## config.mk

```make
export PLATFORM = sky130hd
export DESIGN_NAME = bf3_queue
export DESIGN_NICKNAME = d
export VERILOG_FILES = /design/src/rtl/bf3_pkg.sv /design/src/rtl/bf3_queue.sv
export SDC_FILE = /design/constraint.sdc
export NUM_CORES = 1
export LEC_CHECK = 0
export BUFFER_PORTS_ARGS = -buffer_cell sky130_fd_sc_hd__buf_2
export CAP_MARGIN = 20
export CELL_PAD_IN_SITES_DETAIL_PLACEMENT = 0
export CELL_PAD_IN_SITES_GLOBAL_PLACEMENT = 2
export CORE_ASPECT_RATIO = 1.1
export CORE_MARGIN = 2
export CORE_UTILIZATION = 40
export DETAILED_ROUTE_END_ITERATION = 7
export GPL_ROUTABILITY_DRIVEN = 1
export PLACE_DENSITY_LB_ADDON = 0.1
export REMOVE_ABC_BUFFERS = 1
export SLEW_MARGIN = 20
export SYNTH_ARGS = -nofsm -noshare
export SYNTH_HDL_FRONTEND = slang
export SYNTH_SLANG_ARGS = --single-unit
```

## constraint.sdc

```tcl
create_clock -name clk -period 3.4 [get_ports clk]
set_input_delay 0.17 -clock clk [delete_from_list [all_inputs] [get_ports clk]]
set_output_delay 0.17 -clock clk [all_outputs]
set_load 0.02 [all_outputs]
```

## src/rtl/bf3_pkg.sv

```systemverilog
// Package with the constants, register codes and request types of the box filter.
package bf3_pkg;

    localparam int PIX_W         = 8;
    localparam int ROW_W         = 16;
    localparam int COL_OUT_W     = 10;
    localparam int WCFG_W        = 11;
    localparam int SUM_W         = 12;
    localparam int RECIP_W       = 13;
    localparam int RECIP_SHIFT   = 16;
    localparam int MAX_WIDTH_DEF = 1024;

    localparam int CFG_IDX_W  = 4;
    localparam int CFG_DATA_W = 16;

    localparam int QUEUE_DEPTH = 4;
    localparam int QPTR_W      = $clog2(QUEUE_DEPTH);
    localparam int QCNT_W      = $clog2(QUEUE_DEPTH + 1);

    localparam logic [WCFG_W-1:0]  WIDTH_RESET  = 11'd640;
    localparam logic [ROW_W-1:0]   HEIGHT_RESET = 16'd480;
    localparam logic [RECIP_W-1:0] RECIP_9      = 13'd7282;

    typedef enum logic [CFG_IDX_W-1:0] {
        REG_IMAGE_WIDTH  = 4'd0,
        REG_IMAGE_HEIGHT = 4'd1
    } bf3_reg_t;

    typedef struct packed {
        logic                 has_border;
        logic                 has_interior;
        logic [PIX_W-1:0]     px;
        logic [ROW_W-1:0]     row;
        logic [COL_OUT_W-1:0] col;
        logic [SUM_W-1:0]     sum;
    } bf3_req_t;

    typedef struct packed {
        logic     valid;
        bf3_req_t req;
    } bf3_push_t;

    typedef struct packed {
        logic     valid;
        bf3_req_t req;
    } bf3_head_t;

    typedef struct packed {
        logic [PIX_W-1:0]     pixel_out;
        logic [ROW_W-1:0]     out_row;
        logic [COL_OUT_W-1:0] out_col;
        logic                 last_of_run;
    } bf3_res_t;

endpackage

```

## src/rtl/bf3_queue.sv

```systemverilog
// Short request queue between the front end and the output stage.
module bf3_queue
    import bf3_pkg::*;
(
    input  logic              clk,
    input  logic              rst_n,
    input  bf3_push_t         push,
    input  logic              pop,
    output bf3_head_t         head,
    output logic [QCNT_W-1:0] count
);

    bf3_req_t          entry_reg [QUEUE_DEPTH];
    logic [QPTR_W-1:0] wr_ptr_reg;
    logic [QPTR_W-1:0] rd_ptr_reg;
    logic [QCNT_W-1:0] count_reg;
    logic              do_pop;

    assign do_pop     = pop && (count_reg != '0);
    assign head.valid = count_reg != '0;
    assign head.req   = entry_reg[rd_ptr_reg];
    assign count      = count_reg;

    always_ff @(posedge clk)
    begin
        if (push.valid)
        begin
            entry_reg[wr_ptr_reg] <= push.req;
        end
    end

    always_ff @(posedge clk or negedge rst_n)
    begin
        if (!rst_n)
        begin
            wr_ptr_reg <= '0;
            rd_ptr_reg <= '0;
            count_reg  <= '0;
        end
        else
        begin
            if (push.valid)
            begin
                wr_ptr_reg <= wr_ptr_reg + QPTR_W'(1);
            end
            if (do_pop)
            begin
                rd_ptr_reg <= rd_ptr_reg + QPTR_W'(1);
            end
            if (push.valid && !do_pop)
            begin
                count_reg <= count_reg + QCNT_W'(1);
            end
            else if (!push.valid && do_pop)
            begin
                count_reg <= count_reg - QCNT_W'(1);
            end
        end
    end

endmodule

```

; ---- After elaboration in Yosys (flattened, before gate mapping)
; Memories as Yosys holds them, arrays and structs flattened.
; Cells that the tools add are included.
[totals]
regBits = 7
ramBits = 192
inputBits = 52
output_inout_bits = 52
word_cells = 19
n_memories = 1
[op_classes]
n_addsub = 4
n_mux = 4
reduce_logical = 7
[memory_table]
columns = name, words, width, read_ports, rd_clocked_by_memory_dff, write_ports, line_no
row1 = entry_reg, 4, 48, 1, 0, 1, bf3_queue.sv:13  ; bf3_req_t entry_reg [QUEUE_DEPTH];
[op_table]
columns = operator, n
row1 = 3-bit 2-to-1 mux, 2
row2 = "2-bit by 1-bit adder with 2-bit output, second input constant", 2
row3 = "3-bit by 1-bit adder with 3-bit output, second input constant", 1
row4 = 1-bit logical AND, 3
row5 = 3-bit nonzero test, 1
row6 = "3-bit by 1-bit subtractor with 3-bit output, second input constant", 1
row7 = 1-bit logical NOT, 2
row8 = 1-bit 2-to-1 mux, 2
row9 = 2-bit nonzero test, 1

; ---- Depth between registers and ports, before layout
[depth]
ltp_word = 5
mapped_depth = 8
ltp_nobuf = 8

; ---- Least setup slack after synthesis
; OpenSTA, ideal clock, no wires.
[synth_path]
kind = flip-flop to flip-flop
from = reg count_reg[0], in the netlist count[0]
to = reg count_reg[2], in the netlist count[2]
setup_time_ns = 0.079
t_arrival_ns = 2.138
required_ns = 3.321
slack_ns = 1.182
stages_incl_launch_ff = 9
path_buffers = 0
synth_period_minus_slack_ns = 2.218
cell_sequence = dfrtp_1 -> or3_1 -> nand2_1 -> ha_1 -> inv_1 -> fa_1 -> xor2_1 -> nor2_1 -> xor2_1
[synth_lines]
columns = item, line_no
row1 = "start, declared", bf3_queue.sv:16  ; logic [QCNT_W-1:0] count_reg;
row2 = "start signal, assigned", bf3_queue.sv:52  ; count_reg <= count_reg + QCNT_W'(1);
row3 = "start signal, assigned", bf3_queue.sv:56  ; count_reg <= count_reg - QCNT_W'(1);

==> qor.yml <==
outcome:
  outcome: "finished clean"
power_and_ir_drop:
  power_uw: 8130
  p_sw_uw: 2470
  swShare: 0.304
  power_density_nw_per_um2: 871
  power_frac_seq: 0.425
  leakagePower_uw: 0.00324
  power.internal_uw: 5660
  combinationalPowerShare: 0.299
  vdd_drop_max_uv: 456
  clkPwrFrac: 0.277
finish:
  fin_nets: 508
  seq_area_sq_um: 5950
  mostFrequentLayoutCells: "192 x edfxtp_1, 103 x buf_2, 49 x dlygate4sd3_1"
  largest_register_ffs: 192
  fillers: 1523
  multi_input_area_sq_um: 1280
  drive_gt1_frac: 0.421
  diodes: 0
  area_growth_pct: 26.6
  layout_commonest_cell: "edfxtp_1"
route:
  drtIter0Drc: 149
  num_vias: 3415
  wl_per_cell_um: 19.0
  ant_nets: 0
  first_pass_iters: 6
  post-route-drc-count: 0
  drt-total-wl_mm: 13.4
  viasPerCell: 4.84
placed_design:
  hpwl_mm: 7.91
  gp_congestion: 0.688
  place_ws_ns: 1.28
  portBuffers: 103
global_routing:
  grt_pass1_vias: 3832
  grt_remaining_overflow: 0
  grt_usage: 0.148
  antenna_found_initial: 0
  grt_pass1_wl_mm: 21.1
  grt_max_degree: 43
sta:
  whs_ns: 0.0365
  skew_ns: 0.0121
  hold_violations: 0
  max_freq_mhz: 402
  period_share: 0.732
  rsz0062_at_grt: "no"
  setup_violations: 0
  setup_ws_ns: 0.910
  report.final.slew_viol_count: 0
  max-slew-margin-rel: 0.563
  final.setup.tns_ns: 0
  min_period_ns: 2.49
  tightestPinTransition_ns: 0.655
floorplan:
  num_rows: 52
  start_util: 0.405
  coreArea_sq_um: 18200
  dieArea_sq_um: 19500
  fp.dieH_um: 146
  die_x_um: 133
  io-pin-count: 104
yosys:
  syn_area_per_cell_sq_um: 26.0
  ys_types: 19
  ys_ff_latch: 199
  yosys-top-cells-area: "edfxtp_1 78%, mux4_2 15%, dfrtp_1 2.4%, buf_12 1.4%, ha_1 0.85%"
  syn_inst: 284
  synthFlopType: "edfxtp_1"
  synth_edf_count: 192
  synth_top_area_cell: "edfxtp_1"
  synth_seq_area_share: 0.806
  synth-warning-count: 0
  async_flop_share: 0.0352
  synth_top_area_frac: 0.782
  syn_area_sq_um: 7370
clock_network:
  clkSinkCount: 199
  cts_root_buf: "clkbuf_16"
  cts_max_level: 4
  numCtsBuffers: 17
  cts_tree: "yes"
  cts_max_path_buffers: 2
  cts_resized: 0
  clkLatencyLatePin_ns: 0.42
  clkTransAtPathRegs_ns: 0.07
job:
  drv_cap: 0
worst_setup_path:
  endpoint_kind: "output port"
  cp.arrival_ns: 2.32
  worstPathRequired_ns: 3.23
  worst_setup_path_start_kind: "flop"
  critical_path_class: "flop to output port"
  path_max_fanout: 29
  reg2reg_from: "count[0]"
  cp-startpoint: "rd_ptr_reg[0]"
min_path:
  min_path_type: "primary input to flop"
  hold_start: "push[48]"
## layout make-up
| cell class | count | share of cell area |
|---|---|---|
| tap | 243 | 0.0326 |
| multi-input combinational | 71 | 0.138 |
| inverter | 3 | 0.00121 |
| sequential | 199 | 0.637 |
| clock buffer | 17 | 0.0456 |
| clock inverter | 15 | 0.0263 |
| timing repair buffer | 158 | 0.119 |
## worst max-delay path, cell delays in order, from the launching register on
cell     delay (ns)
dfrtp_4        0.84
buf_12         0.31
mux4_2         0.55
buf_2          0.18
## metrics by stage
step,util,instance area (sq um),std cells
after CTS,0.512,9330,706
after global routing,0.512,9330,706
after floorplan,-,7230,273
after global placement,0.448,8170,625
final,0.512,9330,706
after detailed placement,0.448,8170,625
## cells in the mapped netlist (2+ instances only)
master    count
ha_1          5
buf_12        5
dfrtp_1       7
edfxtp_1    192
buf_2         4
xor2_1        3
and2_1        4
xnor2_1       3
nand2_1       2
mux4_2       48
inv_1         3
## what timing repair did
item,4_1_cts,5_1_grt
setup buffers,0,0
hold buffers,49,0
endpoints found under the hold margin,199,0
## power by group through the flow
stage	Sequential (uW)	Combinational, uW	Clock, uW
floorplan	3590	1500	0
global placement	3500	2450	0
detailed placement	3530	2450	0
CTS	3470	2510	2300
global route	3520	2620	2410
finish	3450	2430	2250
## final timing paths
path / to / slack, ns / cells past startpoint
worst min register to register: count[2] / 0.49 / 1
worst min-delay path: wr_ptr_reg[0] / 0.04 / 2
worst max register to register: count[2] / 1.30 / 8
min in group asynchronous: count[2] / 0.11 / 2
max in group asynchronous: rd_ptr_reg[0] / 3.10 / 2
worst max-delay path: head[17] / 0.91 / 3
## routing by layer
layer	track usage	share of wire	wire length, um	up-vias
met5	0	0	0	-
met4	0.0436	0.0086	115	0
met3	0.0431	0.038	515	7
met2	0.259	0.54	7310	73
met1	0.177	0.41	5500	1795
li1	-	-	-	1540
## cells by family (layout without fill, tap and decap cells)
family | after synthesis | after routing | synth area share
AO/OA/AOI/OAI | 1 | 1 | 0.000678
multiplexers | 49 | 49 | 0.148
buffers and inverters | 14 | 193 | 0.0204
AND/OR/NAND/NOR | 9 | 9 | 0.00645
flip-flops | 199 | 199 | 0.806
adder cells (fa/ha/maj) | 6 | 6 | 0.0112
XOR/XNOR | 6 | 6 | 0.00713
No activity file was read; power rests on OpenSTA's default activity.
