===== src/rtl/bf3_pkg.sv =====
// Package with the constants, register codes and request types of the box filter.
package bf3_pkg;

    localparam int PIX_W         = 8;
    localparam int ROW_W         = 16;
    localparam int COL_OUT_W     = 10;
    localparam int WCFG_W        = 11;
    localparam int SUM_W         = 12;
    localparam int RECIP_W       = 13;
    localparam int RECIP_SHIFT   = 16;
    localparam int MAX_WIDTH_DEF = 1024;

    localparam int CFG_IDX_W  = 4;
    localparam int CFG_DATA_W = 16;

    localparam int QUEUE_DEPTH = 4;
    localparam int QPTR_W      = $clog2(QUEUE_DEPTH);
    localparam int QCNT_W      = $clog2(QUEUE_DEPTH + 1);

    localparam logic [WCFG_W-1:0]  WIDTH_RESET  = 11'd640;
    localparam logic [ROW_W-1:0]   HEIGHT_RESET = 16'd480;
    localparam logic [RECIP_W-1:0] RECIP_9      = 13'd7282;

    typedef enum logic [CFG_IDX_W-1:0] {
        REG_IMAGE_WIDTH  = 4'd0,
        REG_IMAGE_HEIGHT = 4'd1
    } bf3_reg_t;

    typedef struct packed {
        logic                 has_border;
        logic                 has_interior;
        logic [PIX_W-1:0]     px;
        logic [ROW_W-1:0]     row;
        logic [COL_OUT_W-1:0] col;
        logic [SUM_W-1:0]     sum;
    } bf3_req_t;

    typedef struct packed {
        logic     valid;
        bf3_req_t req;
    } bf3_push_t;

    typedef struct packed {
        logic     valid;
        bf3_req_t req;
    } bf3_head_t;

    typedef struct packed {
        logic [PIX_W-1:0]     pixel_out;
        logic [ROW_W-1:0]     out_row;
        logic [COL_OUT_W-1:0] out_col;
        logic                 last_of_run;
    } bf3_res_t;

endpackage


===== src/rtl/bf3_if.sv =====


interface bf3_result_if
    import bf3_pkg::*;
();
    logic                 valid;
    logic                 ready;
    logic [PIX_W-1:0]     pixel_out;
    logic [ROW_W-1:0]     out_row;
    logic [COL_OUT_W-1:0] out_col;
    logic                 last_of_run;

    modport source (output valid, output pixel_out, output out_row, output out_col,
                    output last_of_run, input ready);
    modport sink (input valid, input pixel_out, input out_row, input out_col,
                  input last_of_run, output ready);
endinterface



===== src/rtl/bf3_back.sv =====
// Output stage: splits each request into its results, divides the window sum by nine.
module bf3_back
    import bf3_pkg::*;
(
    input  logic          clk,
    input  logic          rst_n,
    input  bf3_head_t     head,
    output logic          pop,
    bf3_result_if.source  result
);

    bf3_res_t out_reg, out_next;
    logic     out_valid_reg;
    logic     phase_reg;
    logic     load, take_border;

    logic [SUM_W+RECIP_W-1:0] product;
    logic [PIX_W-1:0]         quotient;

    // Multiplying by the rounded-up reciprocal gives the exact floor for sums up to 9 * 255.
    assign product  = (SUM_W + RECIP_W)'(head.req.sum) * (SUM_W + RECIP_W)'(RECIP_9);
    assign quotient = product[RECIP_SHIFT +: PIX_W];

    assign load        = head.valid && (!out_valid_reg || result.ready);
    assign take_border = head.req.has_border && !phase_reg;
    assign pop         = load && !(take_border && head.req.has_interior);

    always_comb
    begin
        if (take_border)
        begin
            out_next.pixel_out   = head.req.px;
            out_next.out_row     = head.req.row;
            out_next.out_col     = head.req.col;
            out_next.last_of_run = !head.req.has_interior;
        end
        else
        begin
            out_next.pixel_out   = quotient;
            out_next.out_row     = head.req.row - ROW_W'(1);
            out_next.out_col     = head.req.col - COL_OUT_W'(1);
            out_next.last_of_run = 1'b1;
        end
    end

    always_ff @(posedge clk or negedge rst_n)
    begin
        if (!rst_n)
        begin
            out_valid_reg <= 1'b0;
            phase_reg     <= 1'b0;
        end
        else
        begin
            if (load)
            begin
                out_valid_reg <= 1'b1;
                phase_reg     <= take_border && head.req.has_interior;
            end
            else if (result.ready)
            begin
                out_valid_reg <= 1'b0;
            end
        end
    end

    always_ff @(posedge clk)
    begin
        if (load)
        begin
            out_reg <= out_next;
        end
    end

    assign result.valid       = out_valid_reg;
    assign result.pixel_out   = out_reg.pixel_out;
    assign result.out_row     = out_reg.out_row;
    assign result.out_col     = out_reg.out_col;
    assign result.last_of_run = out_reg.last_of_run;

endmodule


===== src/flat_wrapper.sv =====
// flat-port wrapper written by rule: the top's interface ports become plain ports
module bf3_back_flat import bf3_pkg::*;
  (clk, rst_n, head, pop, result_valid, result_pixel_out, result_out_row, result_out_col, result_last_of_run, result_ready);
  bf3_result_if result_i ();
  input  logic clk;
  input  logic rst_n;
  input  bf3_head_t head;
  output logic pop;
  output wire logic [$bits(result_i.valid)-1:0] result_valid;
  output wire logic [$bits(result_i.pixel_out)-1:0] result_pixel_out;
  output wire logic [$bits(result_i.out_row)-1:0] result_out_row;
  output wire logic [$bits(result_i.out_col)-1:0] result_out_col;
  output wire logic [$bits(result_i.last_of_run)-1:0] result_last_of_run;
  input wire logic [$bits(result_i.ready)-1:0] result_ready;
  assign result_valid = result_i.valid;
  assign result_pixel_out = result_i.pixel_out;
  assign result_out_row = result_i.out_row;
  assign result_out_col = result_i.out_col;
  assign result_last_of_run = result_i.last_of_run;
  assign result_i.ready = result_ready;
  bf3_back u_core (.clk(clk), .rst_n(rst_n), .head(head), .pop(pop), .result(result_i));
endmodule

===== config.mk =====
export PLATFORM = sky130hd
export DESIGN_NAME = bf3_back_flat
export DESIGN_NICKNAME = d
export VERILOG_FILES = /design/src/rtl/bf3_pkg.sv /design/src/rtl/bf3_if.sv /design/src/rtl/bf3_back.sv /design/src/flat_wrapper.sv
export SDC_FILE = /design/constraint.sdc
export NUM_CORES = 1
export LEC_CHECK = 0
export ABC_AREA = 1
export BUFFER_PORTS_ARGS = -buffer_cell sky130_fd_sc_hd__buf_2
export CORE_MARGIN = 3
export CORE_UTILIZATION = 35
export DETAILED_ROUTE_END_ITERATION = 7
export HOLD_SLACK_MARGIN = 0.08
export SYNTH_ARGS = -nofsm -noshare
export SYNTH_HDL_FRONTEND = slang
export SYNTH_SLANG_ARGS = --single-unit

===== constraint.sdc =====
create_clock -name clk -period 2.27 [get_ports clk]
set_input_delay 0.227 -clock clk [delete_from_list [all_inputs] [get_ports clk]]
set_output_delay 0.227 -clock clk [all_outputs]
set_load 0.01 [all_outputs]

**After elaboration in Yosys (flattened, before gate mapping)**

Index checks and enable logic that the tools add are counted.

- Add/sub/neg operators: 2
- Muxes and demuxes: 3
- Reductions and logical operators: 10
- Multiply operators: 1

Operators by type and width:

| operator | count |
|---|---|
| 35-bit two-way mux | 1 |
| 12-bit by 12-bit multiplier with 23-bit output (second input constant) | 1 |
| 16-bit by 1-bit subtractor with 16-bit output (second input constant) | 1 |
| 10-bit by 1-bit subtractor with 10-bit output (second input constant) | 1 |
| 1-bit logical AND | 4 |
| 1-bit logical NOT | 4 |
| 1-bit two-way mux | 2 |
| 2-bit nonzero test | 1 |
| 1-bit logical OR | 1 |

- Input bits: 52
- Output and inout bits: 37
- Flip-flop bits (word level): 37
- Word-level logic and storage cells: 22

**Depth between registers and ports, before layout**

Gate-level depths: netlist of the first run.

- Depth in word-level cells: 5
- Mapped depth: 21
- Depth with buffers taken out: 21

**Worst setup path before layout of the first run**

No wires, ideal clock.

- Path type: input-to-reg
- Start: input head[7] (netlist bit)
- End: register u_core.out_reg, in the netlist u_core.result.pixel_out[7], data pin
- Data arrival time: 3861 ps
- Path buffers: 0
- Stages: 21
- Data required time: 2016 ps
- Library setup time: 254 ps
- Path slack: -1845 ps
- Path through: inv_1 -> fa_1 -> inv_1 -> ha_1 -> inv_1 -> fa_1 -> inv_1 -> fa_1 -> inv_1 -> fa_1 -> inv_1 -> ha_1 -> nand2_1 -> o21ai_0 -> inv_1 -> nand2_1 -> nand2_1 -> nand3_1 -> nand2_1 -> nand3_1 -> nand2_1

RTL lines:

| item | line | source |
|---|---|---|
| start, declared | flat_wrapper.sv:7 | `input bf3_head_t head;` |
| end signal, assigned | bf3_back.sv:71 | `out_reg <= out_next;` |
| end, declared | bf3_back.sv:12 | `bf3_res_t out_reg, out_next;` |

==> flow_metrics.tcl, run 1 <==
set metrics [dict create \
    run_status "finished, violations left" \
    failed_checks "negative setup slack" \
    grt_pass1_wl_mm 16.93 \
    ys_warn_count 0 \
    area_taken_by_multi_input_logic_gates_um2 3112 \
    drc_errors 0 \
    rsz0062_at_grt "yes" \
    critPathTopFamily "adder cells" \
    post_synth.cell_area_avg_um2 8.848 \
    synthDistinctLibCells 35 \
    dpl.hpwl_mm 8.612 \
    worst_skew_pair.late_latency_ns 0.28 \
    maxClockFrequency_ghz 0.2691 \
    grt_max_degree 36 \
    timing.rr.start "u_core.phase_reg" \
    worstHoldPathType "in -> reg" \
    antenna-diode-count 0 \
    routed_antenna_nets 0 \
    timing.setup.tns_ns -11.16 \
    coreArea_um2 11130 \
    maxSlewViolCount 0 \
    power.ir.vdd_worst_mv 0.8468 \
    mostFrequentLayoutCell "buf_2" \
    cts_max_level 2 \
    floorplan.die.height_um 114.2 \
    worst_r2r_path_depth 10 \
    grt_pass1_vias 3662 \
    tightestPinTransition_ns 0.4585 \
    drive_above_1_share_pct 40.64 \
    cts-buffers-inserted 5 \
    start_util_pct 36.82 \
    total_leakage_power_nw 2.973 \
    dp_worst_setup_slack_ns -1.890 \
    ys_async_sr_fraction_pct 5.405 \
    powerDensity_nw_per_um2 1271 \
    number_of_antenna_violations_at_the_first_check_in_global_routing 0 \
    crit_path_frequent_cell "fa_1" \
    finalNetCount 773 \
    crit-reg2reg-capture "u_core.result.out_row[15]" \
    clkTransAtPathRegs_ns 0.06 \
    numPortBuffers 88 \
    worst_path_buf_inv 7 \
    cts_sinks 37 \
    clock_tree_from_tritoncts "done" \
    number_of_synthesized_flops_with_an_enable_pin 35 \
    routed-via-count 3589 \
    crit_path_kind "in -> reg" \
    wl_mm 10.44 \
    max_stage_delay_ns 0.54 \
    area_added_between_synthesis_and_finish_pct 43.19 \
    post_synth_instance_area_um2 4096 \
    detail_route.vias_per_cell 4.692 \
    fillCellCount 1024 \
    placement_rows 38 \
    post_syn_nets 612 \
    setup_viol_count_final 8 \
    final.min_clock_period_ns 3.715 \
    cts.root.buffer_cell "clkbuf_16" \
    min_from "head[46]" \
    synth-main-ff-cell "edfxtp_1" \
    detail_route.first_pass.iterations 4 \
    cp_data_arrival_time_ns 3.75 \
    start_kind "input port" \
    routed_wire_length_per_instance_um 13.64 \
    drt_iter0_drc 170 \
    die_w_um 114.2 \
    synth.ff_latch_count 37 \
    proportion_of_synthesized_chip_area_in_sequential_cells_pct 26.88 \
    final_min_period_over_clock_period_pct 163.7 \
    hold_end "u_core.result.last_of_run" \
    cp_cell_sequence "buf_8 -> inv_8 -> fa_1 -> inv_2 -> ha_4 -> inv_2 -> fa_1 -> inv_1 -> fa_1 -> inv_1 -> fa_1 -> inv_2 -> ha_4 -> nand2_4 -> nor2_4 -> nor2_4 -> nor3_2 -> nor2_1 -> nand2_1 -> nand2_1 -> nand3_1 -> nand2_1" \
    worst_hold_path.num_cells 2 \
    grt_util_all_layers_pct 15.86 \
    grt.overflow.total 0 \
    critPathRequiredTime_ns 2.30 \
    rel_slew_slack_pct 69.43 \
    register_area_um2 1101 \
    place.gp.congestion 0.9173 \
    drv.max_cap_violation_count 0 \
    hold_viol_final 0 \
    setup.worst_path.end_class "flop" \
    timing.critical_path.fanout_max 4 \
    num_io_pins 89 \
    largest_register_ffs 16 \
    die_area_um2 13040 \
    reg2reg_slack_ns 0.55 \
    postLayoutSetupSlackWorst_ns -1.445 \
    layout_common_cells "buf_2, nand2_1, inv_1" \
    max-clock-path-buffers 2 \
    critical-path-slowest-cell "fa_1" \
    fin_skew_ns 0.009247 \
    synthesis.instances 463 \
]
through the flow:
step	hold slack (ns)	util (%)	instance area (um2)	std cells	total power, mW
4_1_cts	0.2136	51.42	5720	763	6.835
3_3_place_gp	0.01196	48.11	5353	752	5.484
2_1_floorplan	-0.06859	-	4259	463	3.985
3_5_place_dp	0.01549	48.11	5353	752	5.534
6_report	0.2186	52.72	5866	765	7.453
5_1_grt	0.2229	52.72	5866	765	8.076
layout make-up:
cell class,count,share of cell area (%)
Multi-Input combinational cell,334,53.05
Sequential cell,37,18.77
Timing Repair Buffer,156,16.83
Inverter,90,5.930
Tap cell,140,2.986
Clock buffer,5,2.133
Clock inverter,3,0.2986
logic make-up after synthesis:
group	synth area share, %
simple gates	19.73
fa+ha+maj	34.94
buf+inv	8.430
flops	26.88
compound gates	4.887
xor+xnor	5.131
layer usage:
metal  up-vias  wire length, um  part of all wire [%]  global-route usage, %
met1      1679             4532                    43                  20.74
met2        84             5330                    51                  28.34
met5         -                0                     0                      0
li1       1820                -                     -                      -
met4         0               82                  0.79                  3.405
met3         6              489                   4.7                  1.638
worst register-to-register path, cell delays in order, from the launching register on:
cell     delay, ns
dfrtp_1       0.34
inv_2         0.05
nand2_4       0.19
nand3_2       0.12
nor2_2        0.15
nand2_2       0.10
nor2_1        0.10
nand3_1       0.11
nor2_1        0.12
nand2_1       0.07
xnor2_1       0.13
power by group:
part | total [mW] | switching (mW) | internal [mW]
logic | 5.86 | 3.21 | 2.65
registers | 0.933 | 0.0234 | 0.910
clock network | 0.658 | 0.256 | 0.402
total | 7.45 | 3.49 | 3.97
cells in the mapped netlist, drive strengths merged, types with 3 or more instances:
library cell	instances	area (um2)
a21oi	18	90.09
edfxtp	35	1051
fa	29	580.6
ha	68	850.8
inv	90	337.8
nand2	94	362.8
nand3	31	170.2
nand4	3	25.02
nor2	31	128.9
nor3	8	55.05
o21ai	9	45.04
o21bai	3	22.52
or2	4	27.53
xnor2	8	70.07
xor2	16	140.1
worst max-delay path by stage:
stage / from / to / slack [ns] / depth (start not counted)
3_3_place_gp: head[8] / u_core.result.pixel_out[5] / -1.82 / 18
3_5_place_dp: head[1] / u_core.result.pixel_out[2] / -1.89 / 20
5_1_grt: head[8] / u_core.result.pixel_out[7] / -1.59 / 22
2_1_floorplan: head[8] / u_core.result.pixel_out[2] / -1.53 / 21
4_1_cts: head[8] / u_core.result.pixel_out[2] / -1.42 / 21
6_report: head[8] / u_core.result.pixel_out[2] / -1.45 / 22
repair_timing:
| action | 4_1_cts | 5_1_grt |
|---|---|---|
| endpoints found under the setup margin | 8 | 8 |
| setup buffers | 2 | 2 |
| pin swaps | 21 | 17 |
| hold endpoints to repair | 2 | 0 |
| hold buffers | 1 | 0 |
| gates cloned | 0 | 0 |
| resized for setup | 38 | 35 |
Power figures use the tool's default switching activity.
==> run 2: changes to the inputs <==
--- a/config.mk
+++ b/config.mk
@@ -9,6 +9,7 @@
 export BUFFER_PORTS_ARGS = -buffer_cell sky130_fd_sc_hd__buf_2
 export CORE_MARGIN = 3
 export CORE_UTILIZATION = 35
+export CTS_BUF_LIST = sky130_fd_sc_hd__clkbuf_8
 export DETAILED_ROUTE_END_ITERATION = 7
 export HOLD_SLACK_MARGIN = 0.08
 export SYNTH_ARGS = -nofsm -noshare
==> flow_metrics.tcl, run 2 (synthesis results as in run 1) <==
set metrics [dict create \
    clock_tree_from_tritoncts "done" \
    numPortBuffers 88 \
    reg2reg_slack_ns 0.54 \
    dpl.hpwl_mm 8.612 \
    final_min_period_over_clock_period_pct 164.6 \
    largest_register_ffs 16 \
    grt_max_degree 36 \
    routed_wire_length_per_instance_um 13.56 \
    hold_end "u_core.result.last_of_run" \
    area_added_between_synthesis_and_finish_pct 41.78 \
    floorplan.die.height_um 114.2 \
    worst_skew_pair.late_latency_ns 0.29 \
    dp_worst_setup_slack_ns -1.890 \
    mostFrequentLayoutCell "buf_2" \
    detail_route.vias_per_cell 4.702 \
    intPower_mw 3.763 \
    grt.overflow.total 0 \
    place.gp.congestion 0.9173 \
    worstHoldPathType "in -> reg" \
    failed_checks "negative setup slack" \
    detailed_place.area_um2 5353 \
    grt_pass1_wl_mm 16.93 \
    hold_viol_final 0 \
    power.ir.vdd_worst_mv 0.8289 \
    total_leakage_power_nw 2.944 \
    cp_data_arrival_time_ns 3.79 \
    routed-via-count 3592 \
    setup_viol_count_final 8 \
    maxSlewViolCount 0 \
    num_io_pins 89 \
    grt_use_met3_pct 1.638 \
    power_frac_seq_pct 12.9 \
    globalRouteMet2Util_pct 28.22 \
    placement_rows 38 \
    grt.met1_usage_pct 20.74 \
    die_area_um2 13040 \
    crit_path_kind "in -> reg" \
    finalHoldWorstSlack_ns 0.2061 \
    worst_hold_path.num_cells 2 \
    cts.root.buffer_cell "clkbuf_8" \
    cts-buffers-inserted 5 \
    timing.rr.start "u_core.phase_reg" \
    final_core_util_pct 52.20 \
    coreArea_um2 11130 \
    fin_skew_ns 0.01027 \
    timing.setup.tns_ns -11.12 \
    placed_cells 752 \
    drt_iter0_drc 165 \
    final.min_clock_period_ns 3.736 \
    worst_r2r_path_depth 10 \
    cts_max_level 2 \
    routed_antenna_nets 0 \
    rsz0062_at_grt "yes" \
    drive_above_1_share_pct 41.03 \
    p_sw_share_pct 47.86 \
    timing.critical_path.fanout_max 3 \
    run_status "finished, violations left" \
    min_from "head[46]" \
    die_w_um 114.2 \
    grt_util_all_layers_pct 15.83 \
    drc_errors 0 \
    share_clk_of_total_power_pct 6.2 \
    instances_no_fill 764 \
    rel_slew_slack_pct 69.38 \
    total_switching_power_mw 3.454 \
    maxClockFrequency_ghz 0.2677 \
    antenna-diode-count 0 \
    start_util_pct 36.82 \
    final_cell_area_um2 5808 \
    layout_common_cells "buf_2, nand2_1, inv_1" \
    grt_pass1_vias 3665 \
    postLayoutSetupSlackWorst_ns -1.466 \
    tightestPinTransition_ns 0.4593 \
    p_comb_share_pct 80.9 \
    number_of_antenna_violations_at_the_first_check_in_global_routing 0 \
    setup.worst_path.end_class "flop" \
    cts_sinks 37 \
    critPathRequiredTime_ns 2.32 \
    design_power_total_mw 7.217 \
    wl_mm 10.36 \
    powerDensity_nw_per_um2 1243 \
    start_kind "input port" \
    detail_route.first_pass.iterations 5 \
    clkTransAtPathRegs_ns 0.08 \
    drv.max_cap_violation_count 0 \
    busiest_layer "met2" \
    crit-reg2reg-capture "u_core.result.out_row[15]" \
    max-clock-path-buffers 2 \
    finalNetCount 772 \
]
[run 2: layout make-up]
class	instances	area [um2]
clock buffer	5	68.82
clock inverter	3	17.52
fill	1036	5318
inverter	90	347.8
multi-input combinational	334	3118
sequential	37	1101
tap	140	175.2
timing repair buffer	155	979.7
[run 2: power groups by stage]
stage	Sequential [mW]	Combinational [mW]	Clock (mW)
after floorplan	1.00	2.98	0
after global placement	0.946	4.54	0
after detailed placement	0.948	4.59	0
after CTS	0.932	5.29	0.462
after global routing	0.941	6.41	0.490
final	0.931	5.84	0.447
[run 2: layer usage]
| layer | part of all wire (%) | up-vias |
|---|---|---|
| met4 | 1.4 | 0 |
| met1 | 45 | 1675 |
| met3 | 3.9 | 15 |
| met5 | 0 | - |
| met2 | 50 | 86 |
| li1 | - | 1816 |
[run 2: critical path, stage by stage]
cell and delay (ns):
buf_8 0.09, inv_8 0.03, fa_1 0.54, inv_2 0.04, ha_4 0.26, inv_2 0.03
fa_1 0.46, inv_1 0.05, fa_1 0.47, inv_1 0.05, fa_1 0.49, inv_2 0.05
ha_4 0.24, a21oi_4 0.16, inv_2 0.06, nor2_4 0.13, nor3_2 0.04, nor2_1 0.15
nand3b_1 0.09, nand3_1 0.07, nand2_1 0.06
[run 2: timing repair]
action,in CTS,in global routing
pin swaps,19,22
hold endpoints to repair,2,0
endpoints found under the setup margin,8,8
gates cloned,0,0
hold buffers,1,0
resized for setup,41,35
buffers inserted,2,1
[run 2: how the worst max path moves through the flow]
stage | start | to | slack, ns | cells past startpoint
final | head[8] | u_core.result.pixel_out[2] | -1.47 | 21
after global routing | head[8] | u_core.result.pixel_out[2] | -1.60 | 21
after CTS | head[8] | u_core.result.pixel_out[2] | -1.41 | 22
after detailed placement | head[1] | u_core.result.pixel_out[2] | -1.89 | 20
after global placement | head[8] | u_core.result.pixel_out[5] | -1.82 | 18
after floorplan | head[8] | u_core.result.pixel_out[2] | -1.53 | 21
==> run 3: changes to the inputs <==
--- a/config.mk
+++ b/config.mk
@@ -6,12 +6,14 @@
 export NUM_CORES = 1
 export LEC_CHECK = 0
 export ABC_AREA = 1
-export BUFFER_PORTS_ARGS = -buffer_cell sky130_fd_sc_hd__buf_2
+export BUFFER_PORTS_ARGS = -buffer_cell sky130_fd_sc_hd__buf_4
 export CORE_MARGIN = 3
-export CORE_UTILIZATION = 35
+export CORE_UTILIZATION = 45
 export CTS_BUF_LIST = sky130_fd_sc_hd__clkbuf_8
 export DETAILED_ROUTE_END_ITERATION = 7
 export HOLD_SLACK_MARGIN = 0.08
+export PLACE_DENSITY = 0.68
+export SKIP_LAST_GASP = 1
 export SYNTH_ARGS = -nofsm -noshare
 export SYNTH_HDL_FRONTEND = slang
 export SYNTH_SLANG_ARGS = --single-unit
==> flow_metrics.tcl, run 3 (synthesis results as in run 1) <==
set metrics [dict create \
    number_of_antenna_violations_at_the_first_check_in_global_routing 0 \
    drive_above_1_share_pct 38.84 \
    clock_tree_from_tritoncts "done" \
    maxSlewViolCount 0 \
    cp_data_arrival_time_ns 3.78 \
    dp_worst_setup_slack_ns -1.899 \
    setup_viol_count_final 8 \
    detail_route.first_pass.iterations 4 \
    dpl.hpwl_mm 8.890 \
    area_added_between_synthesis_and_finish_pct 45.33 \
    timing.critical_path.fanout_max 4 \
    routed_antenna_nets 0 \
    power_frac_seq_pct 13.1 \
    max-clock-path-buffers 2 \
    power.ir.vdd_worst_mv 0.7573 \
    mostFrequentLayoutCell "buf_4" \
    crit_path_frequent_cell "fa_1" \
    worst_path_buf_inv 7 \
    final_core_util_pct 67.93 \
    layout_common_cells "buf_4, nand2_1, inv_1" \
    grt_max_degree 36 \
    fin_skew_ns 0.006610 \
    grt_pass1_wl_mm 16.88 \
    worst_hold_path.num_cells 4 \
    antenna-diode-count 0 \
    cts_max_level 2 \
    share_clk_of_total_power_pct 9.5 \
    detail_route.vias_per_cell 4.915 \
    wl_mm 10.48 \
    critical-path-slowest-cell "fa_1" \
    finalNetCount 771 \
    busiest_layer "met2" \
    path_depth 22 \
    grt.overflow.total 0 \
    finalHoldWorstSlack_ns 0.2010 \
    timing.setup.tns_ns -11.41 \
    postLayoutSetupSlackWorst_ns -1.461 \
    die_area_um2 10280 \
    crit_path_kind "in -> reg" \
    hold_viol_final 0 \
    critPathRequiredTime_ns 2.32 \
    worst_r2r_path_depth 10 \
    routed-via-count 3593 \
    grt_use_met3_pct 2.410 \
    drc_errors 0 \
    powerDensity_nw_per_um2 1202 \
    total_switching_power_mw 3.247 \
    fillCellCount 699 \
    cts.root.buffer_cell "clkbuf_8" \
    worstHoldPathType "in -> reg" \
    placement_rows 34 \
    cts-buffers-inserted 5 \
    floorplan.die.height_um 101.4 \
    maxClockFrequency_ghz 0.2680 \
    cts_sinks 37 \
    max_stage_delay_ns 0.54 \
    routed_wire_length_per_instance_um 14.34 \
    run_status "finished, violations left" \
    worst_skew_pair.late_latency_ns 0.28 \
    p_comb_share_pct 77.4 \
    rel_slew_slack_pct 70.59 \
    clkTransAtPathRegs_ns 0.08 \
    cp_cell_sequence "buf_8 -> inv_8 -> fa_1 -> inv_2 -> ha_4 -> inv_2 -> fa_1 -> inv_1 -> fa_1 -> inv_1 -> fa_1 -> inv_2 -> ha_4 -> nand2_4 -> nor2_4 -> nor2_4 -> nor3_2 -> nor2_1 -> nand2_1 -> nand2_1 -> nand3_1 -> nand2_1" \
    largest_register_ffs 16 \
    placed_cells 720 \
    instances_no_fill 731 \
    grt_util_all_layers_pct 20.70 \
    start_util_pct 46.74 \
    die_w_um 101.4 \
    numPortBuffers 88 \
    failed_checks "negative setup slack" \
    tightestPinTransition_ns 0.4412 \
    p_sw_share_pct 45.37 \
    final_min_period_over_clock_period_pct 164.4 \
    num_io_pins 89 \
    globalRouteMet2Util_pct 38.93 \
    start_kind "input port" \
    coreArea_um2 8763 \
    setup.worst_path.end_class "flop" \
    place.gp.congestion 0.9114 \
    total_leakage_power_nw 3.008 \
    critPathTopFamily "adder cells" \
    drt_iter0_drc 144 \
    grt_pass1_vias 3762 \
    grt.met1_usage_pct 24.72 \
    intPower_mw 3.909 \
    final.min_clock_period_ns 3.731 \
    rsz0062_at_grt "yes" \
    drv.max_cap_violation_count 0 \
]
run 3: cell count changes in the layout (fill, tap and decap cells not counted), sizes merged:
cell / delta
buf: -1
bufinv: +2
clkinv: -3
inv: +1
run 3: path summary, 6_finish.rpt:
path | from | slack [ns] | end
min in group asynchronous | rst_n | 0.26 | u_core.phase_reg
max in group asynchronous | rst_n | 1.92 | u_core.result.valid
setup reg to reg | u_core.phase_reg | 0.55 | u_core.result.out_row[15]
hold / removal | result_ready | 0.20 | u_core.result.valid
setup / recovery | head[8] | -1.46 | u_core.result.pixel_out[2]
hold reg to reg | u_core.result.valid | 0.51 | u_core.result.valid
run 3: power by group through the flow:
stage | combinational (mW) | sequential (mW) | clock, mW
after floorplan | 2.98 | 1.00 | 0
after global placement | 4.57 | 0.954 | 0
after CTS | 5.12 | 0.941 | 0.698
final | 5.54 | 0.939 | 0.681
after global routing | 6.07 | 0.948 | 0.728
after detailed placement | 4.68 | 0.955 | 0
run 3: stage by stage:
| step | total power, mW | area [um2] |
|---|---|---|
| after floorplan | 3.985 | 4259 |
| after global placement | 5.520 | 5520 |
| after detailed placement | 5.632 | 5520 |
| after CTS | 6.762 | 5838 |
| after global routing | 7.746 | 5953 |
| final | 7.156 | 5953 |
run 3: tightest hold or removal path, stage by stage:
cell     delay [ns]
buf_4          0.08
inv_1          0.03
nand2_1        0.06
nand2_1        0.05
run 3: repair_timing:
item	CTS	global route
hold endpoints to repair	2	0
hold buffers	1	0
pin swaps	8	9
setup buffers	1	1
gates resized for setup	28	25
endpoints found under the setup margin	8	8
run 3: routing by layer:
layer,part of all wire (%),wire length [um]
met5,0,0
met1,41,4302
met2,52,5487
met4,1.6,170
met3,5.0,521
run 3: final cells by class:
cell class              count  area [um2]  area share, %
clock buffers               5       68.82          1.156
clock inverters             3       68.82          1.156
inverters                  90       347.8          5.843
multi-input cells         334        3054          51.30
flip-flops and latches     37        1101          18.50
well taps                 108       135.1          2.270
repair buffers            154        1177          19.78
